--- config.mk ---
export PLATFORM = sky130hd
export DESIGN_NAME = rswm_front
export DESIGN_NICKNAME = d
export VERILOG_FILES = /design/src/hdl/rswm_pkg.sv /design/src/hdl/rswm_front.sv
export SDC_FILE = /design/constraint.sdc
export NUM_CORES = 1
export LEC_CHECK = 0
export BUFFER_PORTS_ARGS = -buffer_cell sky130_fd_sc_hd__buf_4
export CORE_MARGIN = 2
export CORE_UTILIZATION = 50
export DETAILED_ROUTE_END_ITERATION = 10
export MAX_ROUTING_LAYER = met4
export PLACE_DENSITY_LB_ADDON = 0.05
export SYNTH_ARGS = -nofsm -noshare
export SYNTH_HDL_FRONTEND = slang
export SYNTH_SLANG_ARGS = --single-unit
--- constraint.sdc ---
create_clock -name clk_i -period 13.1 [get_ports clk_i]
set_input_delay 2.62 -clock clk_i [delete_from_list [all_inputs] [get_ports clk_i]]
set_output_delay 2.62 -clock clk_i [all_outputs]
set_load 0.02 [all_outputs]
--- src/hdl/rswm_pkg.sv ---
// Package for the running latency statistics block.
// Holds widths and the struct passed from the front part to the back part.
package rswm_pkg;

  localparam int unsigned LagW   = 32;
  localparam int unsigned CountW = 40;
  localparam int unsigned SumW   = 64;
  localparam int unsigned OutW   = CountW + 4 * LagW;

  // Totals handed from the front part to the back part for one sample.
  typedef struct packed {
    logic signed [LagW-1:0]   lag;
    logic [CountW-1:0]        count;
    logic signed [LagW-1:0]   lo;
    logic signed [LagW-1:0]   hi;
    logic signed [SumW-1:0]   sum;
  } rswm_item_t;

endpackage

--- src/hdl/rswm_front.sv ---
// Front part: accepts samples and updates count, minimum, maximum and sum.
// Depends on rswm_pkg.
module rswm_front import rswm_pkg::*; (
  input  logic              clk_i,
  input  logic              rst_ni,
  input  logic              in_valid_i,
  output logic              in_ready_o,
  input  logic [LagW-1:0]   in_data_i,
  output logic              q_valid_o,
  input  logic              q_ready_i,
  output rswm_item_t        q_item_o
);

  logic [CountW-1:0]      count_q;
  logic signed [LagW-1:0] lo_q, hi_q;
  logic signed [SumW-1:0] sum_q;
  logic                   full_q;
  rswm_item_t             item_q;

  logic signed [LagW-1:0] x;
  logic signed [SumW-1:0] xs, add;
  logic                   first, take;
  rswm_item_t             item_d;

  assign x     = $signed(in_data_i);
  assign xs    = SumW'(x);
  assign add   = sum_q + xs;
  assign first = (count_q == '0);
  assign in_ready_o = !full_q;
  assign take  = in_valid_i && in_ready_o;

  // Saturating totals for the new sample.
  always_comb begin
    item_d.lag   = x;
    item_d.count = (count_q == {CountW{1'b1}}) ? count_q : count_q + 1'b1;
    item_d.lo    = (first || x < lo_q) ? x : lo_q;
    item_d.hi    = (first || x > hi_q) ? x : hi_q;
    if (!xs[SumW-1] && !sum_q[SumW-1] && add[SumW-1]) begin
      item_d.sum = {1'b0, {(SumW-1){1'b1}}};
    end else if (xs[SumW-1] && sum_q[SumW-1] && !add[SumW-1]) begin
      item_d.sum = {1'b1, {(SumW-1){1'b0}}};
    end else begin
      item_d.sum = add;
    end
  end

  // One-entry queue toward the back part.
  always_ff @(posedge clk_i or negedge rst_ni) begin
    if (!rst_ni) begin
      count_q <= '0;
      lo_q    <= '0;
      hi_q    <= '0;
      sum_q   <= '0;
      full_q  <= 1'b0;
    end else begin
      if (q_ready_i && full_q) full_q <= 1'b0;
      if (take) begin
        count_q <= item_d.count;
        lo_q    <= item_d.lo;
        hi_q    <= item_d.hi;
        sum_q   <= item_d.sum;
        full_q  <= 1'b1;
      end
    end
  end

  always_ff @(posedge clk_i) begin
    if (take) item_q <= item_d;
  end

  assign q_valid_o = full_q;
  assign q_item_o  = item_q;

endmodule

==> metrics.yaml, run 1 <==
crit_family: "compound AO/OA/AOI/OAI gates"
die_h_um: 203
clock_sinks: 369
dr.first_iter.drc_count: 952
period_minus_slack_ns: 6.67
criticalPathCategory: "primary input to flip-flop"
drc: 0
fmax_mhz: 150
ys.flop_type: "edfxtp_1"
port_buffers: 237
hold_viol_final: 0
synth_area_mm2: 0.0199
cts_buffers: 41
dieArea_mm2: 0.0414
ys_seq_area_share_pct: 51.4
final.setup_skew_ns: 0.0175
grt_max_degree: 111
wirelength_mm: 51.8
comb_power_share_pct: 48.9
setup_violations: 0
start_util_pct: 50.3
avgViaCountPerCell: 5.58
finalCritPeriodShare_pct: 51.0
cts_resized: 0
p_per_area_mw_per_mm2: 252
clock_path_buffers: 3
ys_types: 81
max_slew_margin_pct: 31.0
ctsHoldBuffers: 0
ioPinCount: 238
drt-pass1-iter-count: 5
area_growth_pct: 17.6
worst_path_max_delay_cell: "mux2i_4"
rows: 73
path_clk_slew_ns: 0.06
antennaDiodeCount: 0
hold_path_class: "flip-flop to flip-flop"
syn_avg_cell_area_um2: 10.3
cts_tree: "yes"
rsz0062_at_grt: "no"
cp_max_fo: 35
grt_pass1_vias: 14800
tns_ns: 0
maxSlewViolCount: 0
chipWidth_um: 203
grt_first_pass_wirelength_mm: 82.0
overflow: 0
crit_buf_inv: 2
dr_total_vias: 15100
cts-root-buf: "clkbuf_16"
endpoint_kind: "flip-flop"
sequentialPowerShare_pct: 32.6
top_usage_layer: "met2"
post_cts_buffers: 0
gr-usage-met1_pct: 36.5
drive_gt1_share_pct: 17.8
crit_required_ns: 13.55
fp.coreArea_mm2: 0.0395
p_int_mw: 3.48
arrival_ns: 7.12
reg2reg_depth: 12
ys_warn_count: 0
grt_util_met3_pct: 3.21
nets: 2308
status: "complete, no violations"
track_usage_pct: 26.0
ant_nets: 0
total_power_mw: 5.90
p_sw_share_pct: 41.0
crit_top_cell: "buf_4"
final_core_util_pct: 59.2
vdd_ir_drop_max_mv: 0.130
worstSkewPairLatency_ns: 0.57
syn-num-nets: 2100
p_leak_nw: 10.2
cts_max_level: 2
cap_viol_max_count: 0
critPathMaxStageDelay_ns: 0.83
async_flop_share_pct: 45.8
detail_route.wl_per_cell_um: 19.2
place_congestion: 0.942
cp_cell_sequence: "buf_4, ha_1, a21oi_1, o21ai_1, a221oi_1, and3_1, a2111oi_4, o2111ai_2, o21a_1, mux2i_4, buf_4, o21ai_0, mux2_2"
clockPowerShare_pct: 18.5
tightest_slew_ns: 1.03
synthCells: 1933
critPathLaunchType: "primary input"
dp_hpwl_mm: 37.5
synth_edf_count: 200
gr-usage-met2_pct: 39.4
worst-path-stages: 13
ys_seq_elements: 369
antenna_found_initial: 0
worstHoldPathCells: 2
netSwitchingPower_mw: 2.42
## stage by stage
stage | cell area [um2] | hold slack, ns | std cells | worst slack, ns
2_1_floorplan | 19900 | 0.454 | 1933 | 3.86
3_3_place_gp | 22100 | 0.480 | 2623 | 6.12
3_5_place_dp | 22100 | 0.486 | 2623 | 5.86
4_1_cts | 23400 | 0.498 | 2697 | 6.45
5_1_grt | 23400 | 0.508 | 2697 | 6.13
6_report | 23400 | 0.488 | 2697 | 6.43
## worst register-to-register path: stages, from the launching register on
cell       delay [ns]
dfrtp_1          0.39
ha_1             0.35
a21oi_1          0.44
o21ai_1          0.14
a221oi_1         0.38
and3_1           0.31
a2111oi_4        0.11
o2111ai_2        0.28
o21a_1           0.41
mux2i_4          0.84
buf_4            0.50
o21ai_0          0.26
mux2_2           0.31
## Yosys cell counts, types with 4 or more instances
cell,instances,share of area (%)
a21o_1,56,2.1
xor2_1,50,2.2
nor4_1,10,0.31
o21bai_1,14,0.53
a21oi_1,153,3.8
and4_1,4,0.18
a31oi_1,9,0.28
a21boi_0,4,0.15
o211ai_1,10,0.38
nor3_1,17,0.43
and3_1,17,0.53
xnor2_1,81,3.6
a211oi_1,7,0.26
nor2b_1,11,0.35
o21a_1,11,0.42
nand2b_1,10,0.31
mux2_2,42,2.4
or3_1,6,0.19
o31ai_1,5,0.19
ha_1,130,8.2
nand3_1,35,0.88
nor2_1,124,2.3
o21ai_0,157,3.9
clkbuf_1,56,1.1
or2_2,4,0.13
inv_1,89,1.7
buf_1,4,0.075
dfrtp_1,169,21
a31o_2,4,0.18
nand2_1,297,5.6
and2_1,14,0.44
or4_1,4,0.15
edfxtp_1,200,30
o21ai_1,4,0.10
nand4_1,40,1.3
buf_2,20,0.50
## placed cells by master (no fill, tap or decap), types with 11 or more instances in the layout
cell and count:
buf_4 249, edfxtp_1 200, nand4_1 40, dfrtp_1 169, and2_1 14, nor3_1 17, xor2_1 50, inv_1 89
mux2_2 42, a21o_1 56, nand3_1 35, o21a_1 11, nor2b_1 11, xnor2_1 81, a21oi_1 152, nor2_1 123
clkbuf_16 41, nand2_1 296, o21ai_0 157, and3_1 17, o21bai_1 14, ha_1 130
## flip-flops by register name (all words and copies together), names as in the netlist
name and count:
count_q 40, hi_q 32, q_item_o 200, lo_q 32
q_valid_o 1, sum_q 64
## path summary, 6_finish.rpt
check                             to  slack [ns]           from
min in group asynchronous  sum_q[24]        2.12         rst_ni
max                        sum_q[38]        6.43  in_data_i[12]
min                         sum_q[0]        0.49       sum_q[0]
min reg2reg                 sum_q[0]        0.49       sum_q[0]
max reg2reg                sum_q[38]        8.29      sum_q[12]
max in group asynchronous   sum_q[3]        9.69         rst_ni
## final cells by class
type,instances,area (um2)
clock buffers,55,1130
clock inverters,19,133
fillers,3399,16200
inverters,90,345
multi-input cells,1389,9020
flip-flops and latches,369,10200
well taps,525,657
repair buffers,250,1880
## power by group through the flow
stage	combinational, mW	sequential (mW)	clock (mW)
floorplan	1.83	2.11	0
global placement	2.84	1.94	0
detailed placement	2.88	1.94	0
CTS	2.90	1.93	1.12
global route	3.21	1.97	1.16
finish	2.89	1.92	1.09
## per-layer routing
metal | wire length (um) | vias up | share of wire [%]
li1 | - | 7323 | -
met1 | 24500 | 7279 | 47
met2 | 23500 | 363 | 45
met3 | 2310 | 97 | 4.5
met4 | 1390 | 0 | 2.7
met5 | 0 | - | 0
## cells by family (layout without fill, tap and decap cells)
logic type	Yosys count	count (layout)	synth area share [%]
AO/OA/AOI/OAI	473	473	14.5
XOR/XNOR	131	131	5.77
adder cells (fa/ha/maj)	131	131	8.28
buffers and inverters	175	414	3.53
flip-flops	369	369	51.4
multiplexers	46	46	2.62
AND/OR/NAND/NOR	608	608	13.8
No activity file was read; power rests on OpenSTA's default activity.
==> run 2, diff against run 1 <==
==> constraint.sdc (replaced) <==
create_clock -name clk_i -period 5.6 [get_ports clk_i]
set_input_delay 1.12 -clock clk_i [delete_from_list [all_inputs] [get_ports clk_i]]
set_output_delay 1.12 -clock clk_i [all_outputs]
set_load 0.02 [all_outputs]
==> metrics.yaml, run 2 (same netlist as run 1, synthesis figures left out) <==
status: "complete, no violations"
worst_path_max_delay_cell: "a21oi_1"
postPlaceCellArea_mm2: 0.0222  # +0.46%
mostFrequentLayoutCells: "296 x nand2_1, 252 x buf_4, 200 x edfxtp_1"
critPathMaxStageDelay_ns: 0.45  # -0.38 ns
arrival_ns: 4.94  # -2.18 ns
wirelength_mm: 51.5  # -0.60%
final_core_util_pct: 59.5  # +0.38 points
period_minus_slack_ns: 4.49
criticalPathCategory: "primary input to flip-flop"
crit_required_ns: 6.05  # -7.50 ns
largest_reg_flops: 200  # unchanged
track_usage_pct: 25.7  # -0.27 points
holdWs_ns: 0.490  # +0.00165 ns
maxSlewViolCount: 0  # unchanged
antenna_found_initial: 0  # unchanged
area_growth_pct: 18.3
dr_wl_met3_mm: 2.51  # +8.7%
dieArea_mm2: 0.0414  # unchanged
finalCritPeriodShare_pct: 80.1
rsz0062_at_grt: "no"
dr_total_vias: 15200  # +0.70%
die_h_um: 203  # unchanged
p_leak_nw: 10.3  # +0.67%
max_slew_margin_pct: 40.6  # +9.7 points
cap_viol_max_count: 0  # unchanged
chipWidth_um: 203  # unchanged
top_layer_used: "met4"
nets: 2315  # +0.30%
crit_top_cell: "buf_4"
worstHoldStart: "sum_q[0]"
tns_ns: 0  # unchanged
vdd_ir_drop_max_mv: 0.350  # +170%
final.setup_skew_ns: 0.0177  # +0.000183 ns
cts_tree: "yes"
final_common_cell: "nand2_1"
cts-root-buf: "clkbuf_16"
start_util_pct: 50.3  # unchanged
fmax_mhz: 223
worstSkewPairLatency_ns: 0.56  # about the same
drc: 0  # unchanged
cts_max_level: 2  # unchanged
grt_first_pass_wirelength_mm: 80.7  # -1.5%
detail_route.wl_per_cell_um: 19.0  # -0.93%
critPathLaunchType: "primary input"
dp_hpwl_mm: 37.0  # -1.2%
worst_r2r_startpoint: "sum_q[12]"
clock_sinks: 369  # unchanged
path_clk_slew_ns: 0.06  # about the same
drive_gt1_share_pct: 17.9  # +0.16 points
crit_start: "in_data_i[12]"
ctsHoldBuffers: 0  # unchanged
hold_viol_final: 0  # unchanged
cp_max_fo: 39  # +11%
ant_nets: 0  # unchanged
endpoint_kind: "flip-flop"
ioPinCount: 238  # unchanged
hold_path_class: "flip-flop to flip-flop"
clock_path_buffers: 3  # unchanged
cts_buffers: 41  # unchanged
dr.first_iter.drc_count: 972  # +2.1%
post-route-cell-area_mm2: 0.0235  # +0.64%
grt_pass1_vias: 14800  # -0.44%
post_cts_buffers: 0  # unchanged
antennaDiodeCount: 0  # unchanged
rows: 73  # unchanged
wl_met1_mm: 24.2  # -1.2%
setup_violations: 0  # unchanged
tightest_slew_ns: 0.891  # -0.141 ns
fp.coreArea_mm2: 0.0395  # unchanged
cp_cell_sequence: "buf_4, ha_1, a21oi_1, o21ai_1, a221oi_1, and3_1, a2111oi_4, o2111ai_2, o21a_1, mux2i_4, buf_4, o21ai_0, mux2_2"
drt-pass1-iter-count: 5  # unchanged
avgViaCountPerCell: 5.60  # +0.36%
cts_resized: 0  # unchanged
port_buffers: 237  # unchanged
wl_met2_mm: 23.6  # +0.15%
grt_max_degree: 104  # -6.3%
p_per_area_mw_per_mm2: 592  # +130%
overflow: 0  # unchanged
place_congestion: 0.937  # -0.56%
-- run 2: final cells by class --
cell class | instances | area (um2)
Inverter | 90 | 345
Clock inverter | 15 | 105
Clock buffer | 61 | 1200
Sequential cell | 369 | 10200
Tap cell | 525 | 657
Timing Repair Buffer | 257 | 1980
Fill cell | 3398 | 16000
Multi-Input combinational cell | 1389 | 9020
-- run 2: per-stage QoR --
step | worst slack, ns | instances | total power [mW]
2_1_floorplan | 1.00 | 1933 | 9.21
3_3_place_gp | 0.614 | 2630 | 11.3
3_5_place_dp | 0.588 | 2630 | 11.3
4_1_cts | 1.15 | 2706 | 14.0
5_1_grt | 0.806 | 2706 | 15.0
6_report | 1.11 | 2706 | 13.9
-- run 2: routing by layer --
metal / GRT usage, % / vias up
met3: 3.93 / 81
met5: - / -
met4: 6.70 / 0
li1: - / 7334
met1: 35.5 / 7355
met2: 39.9 / 397
-- run 2: worst paths after layout --
check,to,slack [ns],depth (start not counted)
setup / recovery,sum_q[38],1.11,13
hold / removal,sum_q[0],0.49,2
setup reg to reg,sum_q[38],1.50,12
hold reg to reg,sum_q[0],0.49,2
max in group asynchronous,sum_q[31],3.97,2
min in group asynchronous,count_q[32],0.60,1
-- run 2: report_power, final --
part | switching, mW | internal (mW) | total [mW]
sequential | 0.409 | 4.09 | 4.50
clock | 1.09 | 1.54 | 2.63
combinational | 4.18 | 2.64 | 6.82
total | 5.68 | 8.27 | 13.9
-- run 2: worst max-delay path, delay by kind of cell --
family | cells | cell delay (ns)
AO/OA/AOI/OAI | 7 | 1.94
adder cells (fa/ha/maj) | 1 | 0.37
buffers and inverters | 2 | 0.59
multiplexers | 2 | 0.61
AND/OR/NAND/NOR | 1 | 0.31
==> run 3, diff against run 2 <==
--- a/config.mk
+++ b/config.mk
@@ -5,6 +5,7 @@
 export SDC_FILE = /design/constraint.sdc
 export NUM_CORES = 1
 export LEC_CHECK = 0
+export ABC_AREA = 1
 export BUFFER_PORTS_ARGS = -buffer_cell sky130_fd_sc_hd__buf_4
 export CORE_MARGIN = 2
 export CORE_UTILIZATION = 50
==> constraint.sdc (replaced) <==
create_clock -name clk_i -period 4.38 [get_ports clk_i]
set_input_delay 0.876 -clock clk_i [delete_from_list [all_inputs] [get_ports clk_i]]
set_output_delay 0.876 -clock clk_i [all_outputs]
set_load 0.02 [all_outputs]
==> metrics.yaml, run 3 <==
cts_max_level: 2  # unchanged
synth_commonest_cells: "1,122 x nand2_1, 410 x inv_1, 200 x edfxtp_1, 193 x nand3_1, 169 x dfrtp_1"
drc: 0  # unchanged
vdd_ir_drop_max_mv: 0.469  # +34%
dr_total_vias: 20500  # +35%
fmax_mhz: 283
path_clk_slew_ns: 0.06  # about the same
arrival_ns: 3.84  # -1.10 ns
synthCells: 3013  # +56%
multi_input_comb_area_mm2: 0.0109  # +21%
postPlaceCellArea_mm2: 0.0257  # +15%
ys_warn_count: 0  # unchanged
status: "complete, no violations"
detail_route.wl_per_cell_um: 18.0  # -5.2%
n_fill_cell: 4155  # +22%
finalCritPeriodShare_pct: 80.5
sequentialPowerShare_pct: 30.1  # -2.2 points
ys_seq_area_share_pct: 44.1  # -7.3 points
cp_max_fo: 26  # -33%
ys_seq_elements: 369  # unchanged
ant_nets: 0  # unchanged
maxSlewViolCount: 0  # unchanged
start_util_pct: 50.9  # +0.56 points
mostFrequentLayoutCells: "1,121 x nand2_1, 410 x inv_1, 255 x buf_4"
avgViaCountPerCell: 5.27  # -5.9%
post_cts_buffers: 0  # unchanged
comb_power_share_pct: 52.6  # +3.7 points
wirelength_mm: 69.9  # +36%
track_usage_pct: 30.5  # +4.8 points
hold_viol_final: 0  # unchanged
synth_area_leaders: "edfxtp_1 26%, dfrtp_1 18%, nand2_1 18%"
endpoint_kind: "flip-flop"
clockPowerShare_pct: 17.3  # -1.5 points
crit_required_ns: 4.70  # -1.35 ns
syn_avg_cell_area_um2: 7.69  # -25%
p_per_area_mw_per_mm2: 747  # +26%
rows: 78  # +6.8%
dp_hpwl_mm: 54.2  # +46%
hold_path_class: "primary input to asynchronous set/reset pin"
fp.coreArea_mm2: 0.0456  # +15%
post-route-cell-area_mm2: 0.0270  # +15%
ys.flop_type: "edfxtp_1"
grt_first_pass_wirelength_mm: 110  # +36%
criticalPathCategory: "primary input to flip-flop"
synth_edf_count: 200  # unchanged
final.setup_skew_ns: 0.0199  # +0.00222 ns
worstSkewPairLatency_ns: 0.57  # about the same
synth_top_area_share_pct: 25.9  # -4.3 points
cts_tree: "yes"
async_flop_share_pct: 45.8  # unchanged
netSwitchingPower_mw: 9.12  # +61%
setup_violations: 0  # unchanged
clock_sinks: 369  # unchanged
critPathLaunchType: "primary input"
p_int_mw: 11.1  # +34%
cts_resized: 0  # unchanged
rsz0062_at_grt: "no"
drt-pass1-iter-count: 5  # unchanged
max_slew_margin_pct: 53.5  # +13 points
port_buffers: 237  # unchanged
seq_area_mm2: 0.0102  # unchanged
yosysTopAreaCell: "edfxtp_1"
chipWidth_um: 219  # +7.8%
ctsHoldBuffers: 0  # unchanged
cts_buffers: 40  # -2.4%
nets: 3415  # +48%
antenna_found_initial: 0  # unchanged
dieArea_mm2: 0.0481  # +16%
overflow: 0  # unchanged
p_leak_nw: 13.8  # +34%
clock_path_buffers: 3  # unchanged
antennaDiodeCount: 0  # unchanged
dr.first_iter.drc_count: 1557  # +60%
yosysMostFrequentCell: "nand2_1"
p_sw_share_pct: 45.2  # +4.5 points
largest_reg_flops: 200  # unchanged
ioPinCount: 238  # unchanged
tightest_slew_ns: 0.692  # -0.199 ns
cap_viol_max_count: 0  # unchanged
area_growth_pct: 16.5
grt_pass1_vias: 19900  # +35%
synth_area_mm2: 0.0232  # +17%
place_congestion: 0.995  # +6.2%
drive_gt1_share_pct: 14.3  # -3.6 points
syn-num-nets: 3180  # +51%
grt_max_degree: 90  # -13%
die_h_um: 219  # +7.8%
tns_ns: 0  # unchanged
period_minus_slack_ns: 3.53
final_common_cell: "nand2_1"
cts-root-buf: "clkbuf_16"
ys_types: 43  # -47%
==> run 3: final cells by class <==
type                    instances  area share, %
repair buffers                266           7.87
inverters                     425           5.93
flip-flops and latches        369           37.9
clock buffers                  54           4.17
multi-input cells            2146           40.5
well taps                     600           2.78
clock inverters                19          0.843
==> run 3: kinds of logic after synthesis <==
family                   synth area share [%]
flip-flops                               44.1
AND/OR/NAND/NOR                          33.8
adder cells (fa/ha/maj)                  7.10
buffers and inverters                    8.69
XOR/XNOR                                 2.08
AO/OA/AOI/OAI                            4.18
==> run 3: path summary, 6_finish.rpt <==
kind,startpoint,endpoint,slack (ns),depth (start not counted)
max in group asynchronous,rst_ni,lo_q[15],3.16,2
worst min-delay path,rst_ni,lo_q[17],0.26,1
worst max register to register,hi_q[31],q_item_o[79],1.26,11
worst min register to register,lo_q[10],lo_q[10],0.48,2
min in group clk_i,lo_q[10],lo_q[10],0.48,2
worst max-delay path,in_data_i[31],q_item_o[79],0.85,12
==> run 3: power groups by stage <==
| stage | clock network, mW | registers [mW] | logic (mW) |
|---|---|---|---|
| 5_1_grt | 3.68 | 6.19 | 11.9 |
| 2_1_floorplan | 0 | 6.52 | 6.82 |
| 3_3_place_gp | 0 | 6.10 | 10.3 |
| 4_1_cts | 3.56 | 6.07 | 10.6 |
| 3_5_place_dp | 0 | 6.11 | 10.6 |
| 6_report | 3.50 | 6.07 | 10.6 |
==> run 3: metal layers <==
layer / routed length, um / global-route usage, % / share of wire (%) / up-vias
met5: 0 / - / 0 / -
met4: 2020 / 8.96 / 2.9 / 0
met3: 4800 / 4.98 / 6.9 / 128
met2: 32700 / 48.5 / 47 / 697
met1: 30400 / 40.2 / 43 / 9570
li1: - / - / - / 10100
==> run 3: per-stage QoR <==
stage,utilization [%],worst slack (ns),hold WS [ns],power (mW),cells
floorplan,-,0.0915,0.449,13.3,3013
global placement,56.3,0.404,0.461,16.4,3806
detailed placement,56.3,0.342,0.465,16.7,3806
CTS,59.3,0.949,0.293,20.2,3879
global route,59.3,0.698,0.329,21.8,3879
finish,59.3,0.853,0.260,20.2,3879
==> run 3: worst max-delay path, cell delays in order <==
cell     delay, ns
buf_4         0.24
buf_4         0.23
ha_1          0.35
nand2_1       0.09
nor2_1        0.15
nand2_1       0.11
nor4_1        0.54
nand4_1       0.32
nand3_1       0.25
buf_4         0.31
nand3_1       0.14
and2_1        0.21
